<file path="src/rtl/core/rdmw_pkg.sv">
// Types and constants shared by the maze walker modules.
package rdmw_pkg;

   localparam int GRID_SIZE_DEF = 16;
   localparam int REQ_TDATA_W   = 16;
   localparam int RSP_TDATA_W   = 16;
   localparam int COORD_W       = 4;

   localparam logic [3:0] ALL_TRIED = 4'hF;

   typedef enum logic [0:0] {
      OP_START = 1'b0,
      OP_TRIAL = 1'b1
   } op_type;

   typedef enum logic [1:0] {
      DIR_UP    = 2'd0,
      DIR_RIGHT = 2'd1,
      DIR_DOWN  = 2'd2,
      DIR_LEFT  = 2'd3
   } dir_type;

   typedef enum logic [1:0] {
      EV_CARVED    = 2'd0,
      EV_BLOCKED   = 2'd1,
      EV_BACKTRACK = 2'd2,
      EV_FINISHED  = 2'd3
   } event_type;

   typedef enum logic [1:0] {
      ST_IDLE  = 2'd0,
      ST_CLEAR = 2'd1,
      ST_EVAL  = 2'd2
   } state_type;

endpackage

</file>
<file path="src/rtl/core/rdmw_ram.sv">
// Generic single-write, single-read RAM with registered read data.
module rdmw_ram #(
   parameter int WIDTH = 1,
   parameter int DEPTH = rdmw_pkg::GRID_SIZE_DEF * rdmw_pkg::GRID_SIZE_DEF,
   localparam int AW   = $clog2(DEPTH)
) (
   input  logic             clock,
   input  logic             wr_en,
   input  logic [AW-1:0]    wr_addr,
   input  logic [WIDTH-1:0] wr_data,
   input  logic             rd_en,
   input  logic [AW-1:0]    rd_addr,
   output logic [WIDTH-1:0] rd_data
);

   logic [WIDTH-1:0] mem_ff [DEPTH];
   logic [WIDTH-1:0] rd_data_ff;

   always_ff @(posedge clock) begin
      if (wr_en) begin
         mem_ff[wr_addr] <= wr_data;
      end
      // hold read data between reads
      if (rd_en) begin
         rd_data_ff <= mem_ff[rd_addr];
      end
   end

   assign rd_data = rd_data_ff;

endmodule

</file>
<file path="src/rtl/core/random_dfs_maze_walker.sv">
// Randomized depth-first maze carver: control, visited map and cell stack.
//
// Usage: the req channel takes one beat per command. req_tuser selects start
// (0) or trial (1). A start names the first cell; a trial brings a direction
// that stands in for a random draw. Each beat gives exactly one rsp beat with
// the event code in rsp_tuser and the cell before and after the step.
// Operation: a trial issues its reads of the visited map and of the stack top
// at the accept edge and decides in the evaluate state, once the output
// register is free; its rsp beat is registered, and req_tready rises again
// in the same cycle that it becomes valid, so a new trial is not taken before
// the last one is through. A start sweeps the whole visited map, one entry per
// cycle, writing only the start cell as visited, over 2^(2*clog2(GRID_SIZE))
// entries, 256 for a 16 x 16 grid. One command is in flight.
// Reset: the walker is idle and not running with the current cell at row 0,
// column 0; no sweep runs at reset, since map reads are only used while running
// and every start clears it. The stack needs no clearing either.
// Stalls: the result sits in an output register; while rsp_tready is low the
// next command is still accepted and worked up to its decision, then held.
module random_dfs_maze_walker #(
   parameter int GRID_SIZE = rdmw_pkg::GRID_SIZE_DEF
) (
   input  logic                               clock,
   input  logic                               reset,
   input  logic                               req_tvalid,
   output logic                               req_tready,
   // [3:0] seed_row, [7:4] seed_col, [9:8] direction, [15:10] zero
   input  logic [rdmw_pkg::REQ_TDATA_W-1:0]   req_tdata,
   // [0] op
   input  logic [0:0]                         req_tuser,
   output logic                               rsp_tvalid,
   input  logic                               rsp_tready,
   // [3:0] from_row, [7:4] from_col, [11:8] to_row, [15:12] to_col
   output logic [rdmw_pkg::RSP_TDATA_W-1:0]   rsp_tdata,
   // [1:0] event_code
   output logic [1:0]                         rsp_tuser
);

   localparam int CW     = $clog2(GRID_SIZE);       // coordinate width
   localparam int VW     = 2 * CW;                  // visited map address width
   localparam int VDEPTH = 1 << VW;
   localparam int CELLS  = GRID_SIZE * GRID_SIZE;
   localparam int SAW    = $clog2(CELLS);           // stack address width
   localparam int DW     = $clog2(CELLS + 1);       // stack depth counter width
   localparam int FW     = rdmw_pkg::COORD_W;
   localparam logic [CW-1:0] LAST = CW'(GRID_SIZE - 1);

   // control state
   rdmw_pkg::state_type state_ff, state_in;
   logic [CW-1:0]       cur_row_ff, cur_row_in;
   logic [CW-1:0]       cur_col_ff, cur_col_in;
   logic [DW-1:0]       depth_ff, depth_in;
   logic [3:0]          tried_ff, tried_in;
   logic                running_ff, running_in;

   // trial in flight and clearing sweep
   rdmw_pkg::dir_type   dir_ff, dir_in;
   logic [CW-1:0]       nbr_row_ff, nbr_row_in;
   logic [CW-1:0]       nbr_col_ff, nbr_col_in;
   logic                in_grid_ff, in_grid_in;
   logic [VW-1:0]       clr_ff, clr_in;

   // result register
   logic                          rsp_tvalid_ff;
   logic [rdmw_pkg::RSP_TDATA_W-1:0] rsp_tdata_ff;
   logic [1:0]                    rsp_tuser_ff;

   // request fields
   logic [FW-1:0]       in_row, in_col;
   rdmw_pkg::dir_type   in_dir;
   rdmw_pkg::op_type    in_op;

   logic                accept, out_free, rd_en;
   logic [CW-1:0]       nbr_row_c, nbr_col_c, seed_row_c, seed_col_c;
   logic                in_grid_c;
   logic [CW+FW-1:0]    seed_row_ext, seed_col_ext;
   logic [DW-1:0]       depth_dec_c;
   logic [3:0]          tried_next_c;

   // memory ports
   logic                vis_we;
   logic [VW-1:0]       vis_wa, vis_ra;
   logic [0:0]          vis_wd, vis_rd;
   logic                stk_we;
   logic [SAW-1:0]      stk_wa, stk_ra;
   logic [VW-1:0]       stk_rd;

   // result assembly
   logic                res_fire;
   rdmw_pkg::event_type res_code;
   logic [CW+FW-1:0]    from_row_ext, from_col_ext, to_row_ext, to_col_ext;

   assign in_row = req_tdata[3:0];
   assign in_col = req_tdata[7:4];
   assign in_dir = rdmw_pkg::dir_type'(req_tdata[9:8]);
   assign in_op  = rdmw_pkg::op_type'(req_tuser[0]);

   assign req_tready = (state_ff == rdmw_pkg::ST_IDLE);
   assign accept     = req_tvalid && req_tready;
   assign out_free   = !rsp_tvalid_ff || rsp_tready;
   assign rd_en      = accept && (in_op == rdmw_pkg::OP_TRIAL);

   // saturate the start cell into the grid
   assign seed_row_ext = {{CW{1'b0}}, in_row};
   assign seed_col_ext = {{CW{1'b0}}, in_col};
   assign seed_row_c   = (seed_row_ext >= (CW+FW)'(GRID_SIZE)) ? LAST
                                                                : seed_row_ext[CW-1:0];
   assign seed_col_c   = (seed_col_ext >= (CW+FW)'(GRID_SIZE)) ? LAST
                                                                : seed_col_ext[CW-1:0];

   // neighbour of the current cell and whether it lies in the grid
   always_comb begin
      nbr_row_c = cur_row_ff;
      nbr_col_c = cur_col_ff;
      in_grid_c = 1'b1;
      unique case (in_dir)
         rdmw_pkg::DIR_UP: begin
            in_grid_c = (cur_row_ff != '0);
            nbr_row_c = cur_row_ff - CW'(1);
         end
         rdmw_pkg::DIR_RIGHT: begin
            in_grid_c = (cur_col_ff != LAST);
            nbr_col_c = cur_col_ff + CW'(1);
         end
         rdmw_pkg::DIR_DOWN: begin
            in_grid_c = (cur_row_ff != LAST);
            nbr_row_c = cur_row_ff + CW'(1);
         end
         rdmw_pkg::DIR_LEFT: begin
            in_grid_c = (cur_col_ff != '0);
            nbr_col_c = cur_col_ff - CW'(1);
         end
         default: begin
            in_grid_c = 1'b0;
         end
      endcase
   end

   // read the neighbour's visited bit and the stack top at accept
   assign depth_dec_c = depth_ff - DW'(1);
   assign vis_ra      = {nbr_row_c, nbr_col_c};
   assign stk_ra      = depth_dec_c[SAW-1:0];
   assign stk_wa      = depth_ff[SAW-1:0];
   assign tried_next_c = tried_ff | (4'b0001 << dir_ff);

   always_comb begin
      state_in   = state_ff;
      cur_row_in = cur_row_ff;
      cur_col_in = cur_col_ff;
      depth_in   = depth_ff;
      tried_in   = tried_ff;
      running_in = running_ff;
      dir_in     = dir_ff;
      nbr_row_in = nbr_row_ff;
      nbr_col_in = nbr_col_ff;
      in_grid_in = in_grid_ff;
      clr_in     = clr_ff;
      vis_we     = 1'b0;
      vis_wa     = {nbr_row_ff, nbr_col_ff};
      vis_wd     = 1'b1;
      stk_we     = 1'b0;
      res_fire   = 1'b0;
      res_code   = rdmw_pkg::EV_FINISHED;

      unique case (state_ff)
         rdmw_pkg::ST_IDLE: begin
            if (accept) begin
               if (in_op == rdmw_pkg::OP_START) begin
                  cur_row_in = seed_row_c;
                  cur_col_in = seed_col_c;
                  depth_in   = '0;
                  tried_in   = '0;
                  running_in = 1'b1;
                  clr_in     = '0;
                  state_in   = rdmw_pkg::ST_CLEAR;
               end else begin
                  dir_in     = in_dir;
                  nbr_row_in = nbr_row_c;
                  nbr_col_in = nbr_col_c;
                  in_grid_in = in_grid_c;
                  state_in   = rdmw_pkg::ST_EVAL;
               end
            end
         end

         rdmw_pkg::ST_CLEAR: begin
            // sweep the map; only the start cell comes out visited
            vis_we = 1'b1;
            vis_wa = clr_ff;
            vis_wd = (clr_ff == {cur_row_ff, cur_col_ff});
            if (clr_ff == VW'(VDEPTH - 1)) begin
               if (out_free) begin
                  res_fire = 1'b1;
                  res_code = rdmw_pkg::EV_CARVED;
                  state_in = rdmw_pkg::ST_IDLE;
               end
            end else begin
               clr_in = clr_ff + VW'(1);
            end
         end

         rdmw_pkg::ST_EVAL: begin
            if (out_free) begin
               res_fire = 1'b1;
               state_in = rdmw_pkg::ST_IDLE;
               if (!running_ff) begin
                  res_code = rdmw_pkg::EV_FINISHED;
               end else if (!in_grid_ff) begin
                  tried_in = tried_next_c;
                  res_code = rdmw_pkg::EV_BLOCKED;
               end else if (vis_rd == 1'b0) begin
                  // carve: push current cell, step into the neighbour
                  if (depth_ff < DW'(CELLS)) begin
                     stk_we   = 1'b1;
                     depth_in = depth_ff + DW'(1);
                  end
                  vis_we     = 1'b1;
                  cur_row_in = nbr_row_ff;
                  cur_col_in = nbr_col_ff;
                  tried_in   = '0;
                  res_code   = rdmw_pkg::EV_CARVED;
               end else if (tried_next_c != rdmw_pkg::ALL_TRIED) begin
                  tried_in = tried_next_c;
                  res_code = rdmw_pkg::EV_BLOCKED;
               end else begin
                  tried_in = '0;
                  if (depth_ff == '0) begin
                     running_in = 1'b0;
                     res_code   = rdmw_pkg::EV_FINISHED;
                  end else begin
                     depth_in   = depth_dec_c;
                     cur_row_in = stk_rd[VW-1:CW];
                     cur_col_in = stk_rd[CW-1:0];
                     res_code   = rdmw_pkg::EV_BACKTRACK;
                  end
               end
            end
         end

         default: begin
            state_in = rdmw_pkg::ST_IDLE;
         end
      endcase
   end

   // widen or narrow coordinates to the 4-bit result fields
   assign from_row_ext = {{FW{1'b0}}, cur_row_ff};
   assign from_col_ext = {{FW{1'b0}}, cur_col_ff};
   assign to_row_ext   = {{FW{1'b0}}, cur_row_in};
   assign to_col_ext   = {{FW{1'b0}}, cur_col_in};

   always_ff @(posedge clock) begin
      if (reset) begin
         state_ff   <= rdmw_pkg::ST_IDLE;
         cur_row_ff <= '0;
         cur_col_ff <= '0;
         depth_ff   <= '0;
         tried_ff   <= '0;
         running_ff <= 1'b0;
      end else begin
         state_ff   <= state_in;
         cur_row_ff <= cur_row_in;
         cur_col_ff <= cur_col_in;
         depth_ff   <= depth_in;
         tried_ff   <= tried_in;
         running_ff <= running_in;
      end
   end

   always_ff @(posedge clock) begin
      dir_ff     <= dir_in;
      nbr_row_ff <= nbr_row_in;
      nbr_col_ff <= nbr_col_in;
      in_grid_ff <= in_grid_in;
      clr_ff     <= clr_in;
   end

   // output register: load on a new result, drop once taken
   always_ff @(posedge clock) begin
      if (reset) begin
         rsp_tvalid_ff <= 1'b0;
      end else if (res_fire) begin
         rsp_tvalid_ff <= 1'b1;
      end else if (rsp_tready) begin
         rsp_tvalid_ff <= 1'b0;
      end
   end

   always_ff @(posedge clock) begin
      if (res_fire) begin
         rsp_tdata_ff <= {to_col_ext[FW-1:0], to_row_ext[FW-1:0],
                          from_col_ext[FW-1:0], from_row_ext[FW-1:0]};
         rsp_tuser_ff <= res_code;
      end
   end

   assign rsp_tvalid = rsp_tvalid_ff;
   assign rsp_tdata  = rsp_tdata_ff;
   assign rsp_tuser  = rsp_tuser_ff;

   rdmw_ram #(
      .WIDTH (1),
      .DEPTH (VDEPTH)
   ) u_visited (
      .clock   (clock),
      .wr_en   (vis_we),
      .wr_addr (vis_wa),
      .wr_data (vis_wd),
      .rd_en   (rd_en),
      .rd_addr (vis_ra),
      .rd_data (vis_rd)
   );

   rdmw_ram #(
      .WIDTH (VW),
      .DEPTH (CELLS)
   ) u_stack (
      .clock   (clock),
      .wr_en   (stk_we),
      .wr_addr (stk_wa),
      .wr_data ({cur_row_ff, cur_col_ff}),
      .rd_en   (rd_en),
      .rd_addr (stk_ra),
      .rd_data (stk_rd)
   );

endmodule

</file>
<file path="config.mk">
export PLATFORM = sky130hd
export DESIGN_NAME = random_dfs_maze_walker
export DESIGN_NICKNAME = d
export VERILOG_FILES = /design/src/rtl/core/rdmw_pkg.sv /design/src/rtl/core/rdmw_ram.sv /design/src/rtl/core/random_dfs_maze_walker.sv
export SDC_FILE = /design/constraint.sdc
export NUM_CORES = 2
export LEC_CHECK = 0
export ABC_AREA = 1
export BUFFER_PORTS_ARGS = -buffer_cell sky130_fd_sc_hd__buf_2
export CORE_ASPECT_RATIO = 0.5
export CORE_UTILIZATION = 65
export CTS_BUF_LIST = sky130_fd_sc_hd__clkbuf_16
export DETAILED_ROUTE_END_ITERATION = 10
export PLACE_DENSITY = 0.81
export SYNTH_ARGS = -nofsm -noshare
export SYNTH_HDL_FRONTEND = slang
export SYNTH_SLANG_ARGS = --single-unit
</file>
<file path="constraint.sdc">
create_clock -name clock -period 51.9 [get_ports clock]
set_input_delay 2.595 -clock clock [delete_from_list [all_inputs] [get_ports clock]]
set_output_delay 2.595 -clock clock [all_outputs]
set_load 0.005 [all_outputs]
</file>
==> flow_metrics.tcl <==
set metrics [dict create \
    status "finished, final reports clean" \
    synth-adder-area-share_pct 0.250 \
    hold_violations 0 \
    core-area_um2 149000 \
    synth-simple-area-share_pct 14.5 \
    h-tree-depth 4 \
    synth_area_per_cell_um2 11.8 \
    numCtsBuffers 194 \
    clock_skew_ps 45.5 \
    cts_hold_buf 0 \
    worst_pin_slew_ps 1220 \
    synth_top_area_cell "edfxtp_1" \
    final-setup-viol-count 0 \
    end_kind "flop" \
    post_cts_buffers 0 \
    power.density_nw_per_um2 39.7 \
    path_common_cell "nand3_1" \
    crit_family "buffers and inverters" \
    dp_hpwl_mm 131 \
    fin_nets 8089 \
    yosysSeqAreaShare_pct 72.4 \
    synth.top_cell.area_share_pct 71.9 \
    rsz0062_at_grt "false" \
    ctsResizeCount 0 \
    grt_max_degree 249 \
    place.gp.congestion 0.889 \
    grt_pass1_wl_mm 371 \
    clk_pin_slew_ps 70 \
    rows 100 \
    finalMaxSlewViolations 0 \
    crit_cells 13 \
    synth_ff_type "edfxtp_1" \
    synth_cells 8315 \
    crit_buf_inv 4 \
    min_period_ps 5910 \
    post_drt_wl_per_cell_um 24.3 \
    r2r-start "depth_ff[0]$_SDFFE_PP0P_" \
    synth_xor_area_share_pct 0.130 \
    vias_per_cell 6.52 \
    netlist_area_um2 98100 \
    initial_core_util_pct 65.7 \
    cts_tree "yes" \
    cp.required_ps 52450 \
    drt_iter0_markers 11100 \
    synth_compound_area_share_pct 8.97 \
    rr_worst_depth 13 \
    path_max_fanout 113 \
    max-cap-violations 0 \
    clockBufferDepth 3 \
    clock-sinks 2375 \
    wirelength_mm 248 \
    grt_antenna_before_repair 8 \
    clock.fmax_mhz 169 \
    track_usage_pct 32.3 \
    chipWidth_um 551 \
    startpoint_type "flop" \
    first_pass_iters 9 \
    reg2reg_slack_ps 45990 \
    critPathCapture "u_stack.rd_data[2]$_DFFE_PP_" \
    synth-seq-cells 2375 \
    insertion_delay_ps 850 \
    layout-area-overhead-vs-synth_pct 7.06 \
    synth.area.top_cells "edfxtp_1 72%, nor2_1 5.7%, o21ai_0 4.6%" \
    slowest_delay_ps 750 \
    num_vias 66500 \
    setup_tns_ps 0 \
    fin_util_pct 70.4 \
    yosys-top-cells-count "2350 x edfxtp_1, 1495 x nor2_1, 1104 x nand2_1" \
    gr-total-overflow 0 \
    ios 41 \
    fp.dieH_um 277 \
    grt_pass1_vias 63100 \
    drive_above_1_share_pct 5.76 \
    synth.most_common_cell "edfxtp_1" \
    synth_cell_type_count 49 \
    cp_slowest_cell "buf_4" \
    synth_nets 8355 \
    clockRootBuffer "clkbuf_16" \
    cp_cell_sequence "inv_8, buf_4, nand3_1, nand2_1, nand2_4, inv_4, buf_4, nand3_1, nand3_1, nand3_1, nand3_1, nand3_1, and2_1" \
    setup.worst_path.class "flop to flop" \
    io_buffers 34 \
    fin_ws_ps 45990 \
    min_path_type "flop to flop" \
    dieArea_um2 153000 \
    synth_edf_count 2350 \
    reg2reg_to "u_stack.rd_data[2]$_DFFE_PP_" \
    dp_slack_ps 45850 \
    drtAntennaViolNets 0 \
    slew_headroom_pct 18.1 \
    worst_ep_arrival_time_ps 6460 \
    fin_crit_sh_pct 11.4 \
    synth_mux_area_share_pct 0 \
    leakagePower_nw 34.4 \
    crit_start "depth_ff[0]$_SDFFE_PP0P_" \
    max-vdd-ir-drop_mv 0.0339 \
    synth_top_family_by_area "simple AND/OR/NAND/NOR gates" \
    async_reset_ff_share_pct 0 \
    yosysWarnings 0 \
    drc 0 \
]
## flip-flops by register name, summed over array words and instances, names as in the netlist, 4 cells and up
| register | cells |
|---|---|
| u_visited.mem_ff | 256 |
| depth_ff | 9 |
| nbr_row_ff | 4 |
| rsp_tdata | 16 |
| tried_ff | 4 |
| u_stack.mem_ff | 2048 |
| clr_ff | 8 |
| cur_row_ff | 4 |
| cur_col_ff | 4 |
| u_stack.rd_data | 8 |
| nbr_col_ff | 4 |
## report_power, final
group	switching [mW]	internal, mW	total, mW
clock	0.673	0.771	1.44
sequential	0.0107	2.12	2.13
combinational	0.458	0.141	0.599
## routing by layer
| metal | vias up | GRT usage (%) | routed length (um) |
|---|---|---|---|
| met5 | - | 0 | 83 |
| met4 | 16 | 13.8 | 10800 |
| met3 | 810 | 7.84 | 35400 |
| met2 | 4977 | 49.5 | 113000 |
| met1 | 31500 | 44.8 | 88500 |
| li1 | 29200 | - | - |
## worst min-delay path by stage
stage / depth (start not counted) / end / from
4_1_cts: 2 / state_ff[0]$_SDFFE_PP0P_ / state_ff[0]$_SDFFE_PP0P_
2_1_floorplan: 2 / state_ff[1]$_SDFFE_PP0P_ / state_ff[1]$_SDFFE_PP0P_
6_report: 2 / state_ff[0]$_SDFFE_PP0P_ / state_ff[0]$_SDFFE_PP0P_
3_5_place_dp: 2 / state_ff[0]$_SDFFE_PP0P_ / state_ff[0]$_SDFFE_PP0P_
5_1_grt: 2 / state_ff[1]$_SDFFE_PP0P_ / state_ff[1]$_SDFFE_PP0P_
3_3_place_gp: 2 / state_ff[0]$_SDFFE_PP0P_ / state_ff[0]$_SDFFE_PP0P_
## area by class of cell
class | count | area (um^2)
inverter | 240 | 933
antenna | 2 | 5.00
multi-input combinational | 5123 | 23600
clock buffer | 200 | 5000
fill | 9416 | 44200
clock inverter | 155 | 1090
tap | 1989 | 2490
sequential | 2375 | 71100
timing repair buffer | 115 | 863
## layout by cell type, fill, tap and decap left out, drive strengths merged, types with 3 or more instances in the layout
cell type  count
edfxtp      2350
nor2        1505
nand2       1126
o21ai       1020
nand3        791
o22ai        442
inv          279
clkbuf       201
a21oi        119
buf          114
clkinv        93
dfxtp         25
nor3          19
ha            18
bufinv        15
nand4         13
o211ai        12
xor2          10
and2           9
a211oi         9
a22oi          8
clkinvlp       8
nand3b         6
nor4           3
## kinds of logic (layout without fill, tap and decap cells)
group | Yosys count | count (layout)
simple gates | 3472 | 3472
flops | 2375 | 2375
compound gates | 1620 | 1620
buf+inv | 817 | 710
fa+ha+maj | 19 | 19
xor+xnor | 12 | 12
other cells | 0 | 2
## per-stage QoR
| step | cell area [um^2] | instances | power (mW) | hold WS, ps |
|---|---|---|---|---|
| 4_1_cts | 105000 | 10200 | 4.14 | 483 |
| 5_1_grt | 105000 | 10200 | 4.27 | 513 |
| 2_1_floorplan | 98100 | 8315 | 2.53 | 456 |
| 3_3_place_gp | 98900 | 9841 | 2.73 | 469 |
| 6_report | 105000 | 10200 | 4.17 | 484 |
| 3_5_place_dp | 98900 | 9841 | 2.74 | 473 |
## worst reg2reg max path, cell delays in order (launching register included)
cell and delay (ps):
dfxtp_4 560, inv_8 510, buf_4 760, nand3_1 290, nand2_1 180, nand2_4 420, inv_4 640, buf_4 690
nand3_1 290, nand3_1 240, nand3_1 190, nand3_1 330, nand3_1 240, and2_1 300
Note: power is estimated with default switching activity, not from simulation.
